<file path="config.mk">
export PLATFORM = sky130hd
export DESIGN_NAME = skrt_cell
export DESIGN_NICKNAME = d
export VERILOG_FILES = /design/src/design/skrt_pkg.sv /design/src/design/skrt_cell.sv
export SDC_FILE = /design/constraint.sdc
export NUM_CORES = 1
export LEC_CHECK = 0
export BUFFER_PORTS_ARGS = -buffer_cell sky130_fd_sc_hd__buf_2
export CAP_MARGIN = 25
export CORE_AREA = 2 2 157 159
export DETAILED_ROUTE_END_ITERATION = 6
export DIE_AREA = 0 0 159 161
export PLACE_DENSITY = 0.63
export SYNTH_ARGS = -nofsm -noshare
export SYNTH_HDL_FRONTEND = slang
export SYNTH_SLANG_ARGS = --single-unit
</file>
<file path="constraint.sdc">
create_clock -name clk -period 4 [get_ports clk]
set_input_delay 0.8 -clock clk [delete_from_list [all_inputs] [get_ports clk]]
set_output_delay 0.8 -clock clk [all_outputs]
set_load 0.005 [all_outputs]
</file>
<file path="src/design/skrt_pkg.sv">
`default_nettype none

package skrt_pkg;

	localparam int CAPACITY_DEF = 128;
	localparam int KEY_W = 24;
	localparam int VAL_W = 32;
	localparam int COUNT_OUT_W = 8;

	typedef enum logic [1:0] {
		REQ_INSERT    = 2'd0,
		REQ_SEARCH    = 2'd1,
		REQ_ADD_QTY   = 2'd2,
		REQ_ADD_PRICE = 2'd3
	} req_e_t;

	typedef enum logic [1:0] {
		STAT_OK      = 2'd0,
		STAT_FULL    = 2'd1,
		STAT_DUP     = 2'd2,
		STAT_MISSING = 2'd3
	} status_e_t;

	typedef enum logic [1:0] {
		ST_IDLE,
		ST_CMP,
		ST_SCAN,
		ST_DONE
	} state_e_t;

	typedef struct packed {
		logic [KEY_W-1:0] key;
		logic [VAL_W-1:0] qty;
		logic [VAL_W-1:0] prc;
	} rec_t;

	typedef struct packed {
		logic             found;
		logic [VAL_W-1:0] qty;
		logic [VAL_W-1:0] prc;
	} tok_t;

	typedef struct packed {
		logic             cmp;
		logic             ins;
		logic             wr_qty;
		logic             wr_prc;
		logic [KEY_W-1:0] key;
		logic [VAL_W-1:0] qty;
		logic [VAL_W-1:0] prc;
	} cmd_t;

endpackage

`default_nettype wire

</file>
<file path="src/design/skrt_cell.sv">
`default_nettype none

module skrt_cell #(
	parameter int CNT_W = 8,
	parameter int INDEX = 0
) (
	input  wire logic              clk,
	input  wire skrt_pkg::cmd_t    cmd,
	input  wire logic [CNT_W-1:0]  count,
	input  wire skrt_pkg::rec_t    prev_rec,
	input  wire logic              prev_keep,
	input  wire skrt_pkg::tok_t    tok_in,
	output skrt_pkg::rec_t         rec,
	output logic                   keep,
	output skrt_pkg::tok_t         tok_out
);

	skrt_pkg::rec_t rec_q;
	skrt_pkg::tok_t tok_q;
	logic           keep_q;
	logic           eq_q;
	logic           occ;

	assign occ = count > CNT_W'(INDEX);

	always_ff @(posedge clk) begin
		if (cmd.cmp) begin
			eq_q   <= occ && (rec_q.key == cmd.key);
			keep_q <= occ && (rec_q.key < cmd.key);
		end
		if (cmd.ins && !keep_q) begin
			if (prev_keep) begin
				rec_q <= '{key: cmd.key, qty: cmd.qty, prc: cmd.prc};
			end else begin
				rec_q <= prev_rec;
			end
		end
		if (cmd.wr_qty && eq_q) begin
			rec_q.qty <= cmd.qty;
		end
		if (cmd.wr_prc && eq_q) begin
			rec_q.prc <= cmd.prc;
		end
		if (!tok_in.found && eq_q) begin
			tok_q <= '{found: 1'b1, qty: rec_q.qty, prc: rec_q.prc};
		end else begin
			tok_q <= tok_in;
		end
	end

	assign rec     = rec_q;
	assign keep    = keep_q;
	assign tok_out = tok_q;

endmodule

`default_nettype wire

</file>
After elaboration in Yosys (flattened, before gate mapping)
Index checks and enable logic that the tools add are counted.
W data, S select, Z words.
{ "classes": {"order_cmp": 2, "eq_ne": 1, "n_mux": 5, "reduce_logical": 10} }
{ "ops": {"columns": ["operator", "n"], "rows": [
  ["$mux W64", 2],
  ["$mux W88", 1],
  ["$mux W32", 2],
  ["$eq A24 B24 Y1", 1],
  ["$lt A24 B24 Y1", 1],
  ["$gt A8 B1 Y1 const B", 1],
  ["$logic_and A1 B1 Y1", 6],
  ["$reduce_bool A2 Y1", 2],
  ["$logic_not A1 Y1", 2]
]} }
{ "totals": {"reg_bits": 155, "input_bits": 255, "out_inout_bits": 154, "elab_cells": 26} }

Logic depth before layout (Yosys ltp)
{ "depth": {"ltp_word": 4, "depth_mapped": 7, "mapped_depth_nobuf": 7} }

Worst setup path after synthesis
Ideal clock, no wire load.
{ "synth_path": {"path_type": "input port to flip-flop", "startpoint": "in cmd[65] (netlist bit)", "endpoint": "reg keep_q (netlist: keep), data pin", "setup_time_ns": 0.131, "arrival_ns": 1.960, "required_time_ns": 3.869, "slack_ns": 1.909, "cell_stages": 7, "n_path_buf": 0, "path_cell_list": "inv_1 -> ha_1 -> nor2b_1 -> o211ai_1 -> a21oi_1 -> a2111oi_0 -> o211a_1"} }
{ "synth_via": {"elab_chain_cells": 2} }
{ "synth_rtl": {"columns": ["element", "line_no", "text"], "rows": [
  ["from (decl)", "skrt_cell.sv:8", "input wire skrt_pkg::cmd_t cmd,"],
  ["$lt A24 B24 Y1", "skrt_cell.sv:29", "keep_q <= occ && (rec_q.key < cmd.key);"],
  ["$logic_and A1 B1 Y1", "skrt_cell.sv:29", null],
  ["to (signal assigned)", "skrt_cell.sv:29", null],
  ["to (decl)", "skrt_cell.sv:20", "logic keep_q;"]
]} }
Every way passes these cells.
A chain may end at the register's enable or synchronous reset.

Worst setup path in the final report
{ "layout_path": {"startpoint": "reg eq_q", "endpoint": "reg tok_q (netlist bit tok_out[0])"} }
{ "layout_via": {"elab_chain_cells": 2} }
{ "layout_rtl": {"columns": ["element", "line_no", "text"], "rows": [
  ["from (decl)", "skrt_cell.sv:21", "logic eq_q;"],
  ["from (signal assigned)", "skrt_cell.sv:28", "eq_q <= occ && (rec_q.key == cmd.key);"],
  ["$logic_and A1 B1 Y1", "skrt_cell.sv:44", "if (!tok_in.found && eq_q) begin"],
  ["$mux W64", "skrt_cell.sv:44", null],
  ["to (signal assigned)", "skrt_cell.sv:45", "tok_q <= '{found: 1'b1, qty: rec_q.qty, prc: rec_q.prc};"],
  ["to (signal assigned)", "skrt_cell.sv:47", "tok_q <= tok_in;"],
  ["to (decl)", "skrt_cell.sv:19", "skrt_pkg::tok_t tok_q;"]
]} }
Every way passes these cells.

==> qor.json <==
{
  "status": "finished clean",
  "cp_num_buf_inv": 1,
  "detailed_route_via_count": 4916,
  "tritoncts": "done",
  "fmax_mhz": 472.5,
  "cts-root-to-sink-buffers": 2,
  "worstPathRequired_ps": 4300,
  "antenna-diode-count": 0,
  "power.density_nw_per_um2": 416.0,
  "detail-route-antenna-nets": 0,
  "timing.max_cap.violations": 0,
  "final.fill_count": 2347,
  "globalRouteMet2Util_pct": 23.54,
  "drt_drc_violations_left": 0,
  "place.port_buffers": 408,
  "timing.final.hold_violations": 0,
  "crit_start": "eq_q",
  "yosys.cell_types.count": 29,
  "startpoint_of_the_most_critical_hold_path": "rec[56]",
  "drt_first_pass_iters": 4,
  "ys_seq_area_share_pct": 61.57,
  "syn-mean-instance-area_um2": 15.59,
  "share_of_cells_above_drive_strength_1_pct": 63.36,
  "seq_cells_post_synth": 155,
  "initial_utilization_pct": 27.14,
  "fraction_of_synthesis_flops_using_an_asynchronous_set_or_reset_pin_pct": 0,
  "holdBufCountCts": 0,
  "io_pins": 409,
  "post-route-period-util_pct": 52.91,
  "gr_met1_demand_resource_pct": 17.26,
  "worst_slew_margin_rel_pct": 34.92,
  "hold_path.class": "reg2reg",
  "grt_max_degree": 43,
  "synthesis.area_um2": 6502,
  "number_of_antenna_violations_at_the_first_check_in_global_routing": 0,
  "cts_setup_buffers": 0,
  "crit_path_start_kind": "flop",
  "timing_worst_slew_pin_value_ps": 975.1,
  "ys.flop_type": "sky130_fd_sc_hd__edfxtp_1",
  "yosys_warnings": 0,
  "worstPathCellList": "nor2b_4, buf_12, mux2_2",
  "core-area_um2": 23960,
  "setup.worst_path.end_class": "flop",
  "die_ar_um2": 25600,
  "grt_first_pass_wirelength_mm": 27.67,
  "clkSlewWorstSetupHoldPaths_ps": 70,
  "detailedRoute.firstIterationViolations": 175,
  "globalRouteTotalUtil_pct": 14.00,
  "grt_pass1_vias": 4969,
  "vdd_drop_max_mv": 0.2036,
  "die-width_um": 159,
  "cts_inserted_buffers": 17,
  "crit-reg2reg-launch": "eq_q",
  "cts_repair_resize_count": 0,
  "met3_usage_pct": 4.494,
  "cts_max_level": 4,
  "finish.net_count": 1112,
  "gp_routability_congestion": 0.8172,
  "layout.cell_area.non_filler_um2": 9475,
  "clkSinkCount": 155,
  "critPathMaxStageDelay_ps": 690,
  "grt_busiest_layer": "met2",
  "area_delta_synth_final_pct": 45.72,
  "clk_latency_ps": 420,
  "totalNegativeSetupSlack_ps": 0,
  "post_synth_inst_count": 417,
  "fp-row-count": 57,
  "rsz0062_at_grt": "false",
  "cp_data_arrival_time_ps": 2420,
  "finalWirelength_mm": 18.47,
  "crit_fanout": 42,
  "cp_slowest_cell": "sky130_fd_sc_hd__nor2b_4",
  "fin_crit_ps": 2116,
  "die_h_um": 161,
  "clock_tree.root_cell": "sky130_fd_sc_hd__clkbuf_16",
  "wire_per_inst_um": 15.79,
  "skew_ps": 9.797,
  "synth.net_count": 696,
  "globalRoute.totalOverflow": 0,
  "setup-violations-final": 0,
  "synth-edff-count": 90,
  "cp_top_family": "simple AND/OR/NAND/NOR gates",
  "dpl_cell_area_um2": 8902,
  "slew_viol_final": 0,
  "dpl.hpwl_mm": 14.47,
  "power_leakage_uw": 0.004332,
  "detail_route.vias_per_cell": 4.202,
  "type_of_the_worst_setup_path": "reg2reg"
}
stage by stage:
step | std cells | hold WS, ps | power (uW) | worst slack, ps | utilization [%]
2_1_floorplan | 417 | 485.9 | 2112 | 1909 | -
3_3_place_gp | 1138 | 459.0 | 2395 | 1486 | 37.15
3_5_place_dp | 1138 | 466.0 | 2403 | 1497 | 37.15
4_1_cts | 1170 | 478.7 | 4014 | 1855 | 39.54
5_1_grt | 1170 | 508.2 | 4136 | 1763 | 39.54
6_report | 1170 | 477.4 | 3941 | 1884 | 39.54
cells in the mapped netlist (2+ instances only):
cell                         n  area, um2
sky130_fd_sc_hd__edfxtp_1   90       2703
sky130_fd_sc_hd__mux2_2     88      991.0
sky130_fd_sc_hd__dfxtp_1    65       1301
sky130_fd_sc_hd__mux2_1     64      720.7
sky130_fd_sc_hd__inv_1      25      93.84
sky130_fd_sc_hd__ha_1       24      300.3
sky130_fd_sc_hd__buf_2       9      45.04
sky130_fd_sc_hd__a21oi_1     8      40.04
sky130_fd_sc_hd__nand2_1     7      26.28
sky130_fd_sc_hd__buf_6       6      67.56
sky130_fd_sc_hd__nand4_1     6      37.54
sky130_fd_sc_hd__a21o_1      3      22.52
sky130_fd_sc_hd__a2111oi_0   2      17.52
sky130_fd_sc_hd__a21oi_2     2      17.52
sky130_fd_sc_hd__nand3_1     2      10.01
sky130_fd_sc_hd__nor2b_1     2      12.51
sky130_fd_sc_hd__nor4_1      2      12.51
sequential cells by signal (all words and copies together), names as in the netlist:
signal	count
keep	1
tok_out	65
eq_q	1
rec	88
metal layers:
metal  wire [um]  share of wire, %
met3        1363               7.4
met2        9089                49
met5           0                 0
met1        7775                42
met4         244               1.3
cells by family (layout without fill, tap and decap cells):
| logic type | after synthesis | in the layout | synth area share, % |
|---|---|---|---|
| DFF | 155 | 155 | 61.57 |
| and+or+nand+nor | 25 | 25 | 2.078 |
| AOI/OAI and AO/OA | 20 | 20 | 2.117 |
| adders and majority gates | 24 | 24 | 4.618 |
| buffers and inverters | 41 | 470 | 3.290 |
| muxes | 152 | 152 | 26.32 |
cell type report:
cell class	count	area (um2)	area share [%]
multi-input cells	221	2307	24.35
clock inverters	13	130.1	1.373
clock buffers	19	442.9	4.675
flip-flops and latches	155	4004	42.26
inverters	25	93.84	0.9904
repair buffers	413	2092	22.08
well taps	324	405.4	4.278
power breakdown:
group	switching [uW]	internal, uW	total (uW)
sequential	47.6	1820	1870
combinational	210	279	489
clock	738	845	1580
worst paths after layout:
kind / to / slack, ps / depth (start not counted)
worst min register to register: tok_out[56] / 480 / 1
worst max register to register: tok_out[0] / 1880 / 3
worst max-delay path: tok_out[0] / 1880 / 3
worst min-delay path: tok_out[56] / 480 / 1
cell usage in the layout, fill, tap and decap left out, types with 3 or more instances in the layout:
master | Yosys | routed
sky130_fd_sc_hd__mux2_1 | 64 | 64
sky130_fd_sc_hd__dfxtp_1 | 65 | 65
sky130_fd_sc_hd__buf_4 | 1 | 4
sky130_fd_sc_hd__ha_1 | 24 | 24
sky130_fd_sc_hd__nand2_1 | 7 | 7
sky130_fd_sc_hd__buf_2 | 9 | 408
sky130_fd_sc_hd__edfxtp_1 | 90 | 90
sky130_fd_sc_hd__a21o_1 | 3 | 3
sky130_fd_sc_hd__clkbuf_16 | 0 | 17
sky130_fd_sc_hd__clkinv_4 | 0 | 4
sky130_fd_sc_hd__inv_8 | 0 | 4
sky130_fd_sc_hd__nand4_1 | 6 | 6
sky130_fd_sc_hd__mux2_2 | 88 | 88
sky130_fd_sc_hd__inv_1 | 25 | 25
sky130_fd_sc_hd__a21oi_1 | 8 | 8
sky130_fd_sc_hd__inv_6 | 0 | 3
(Power assumes the default switching activity.)
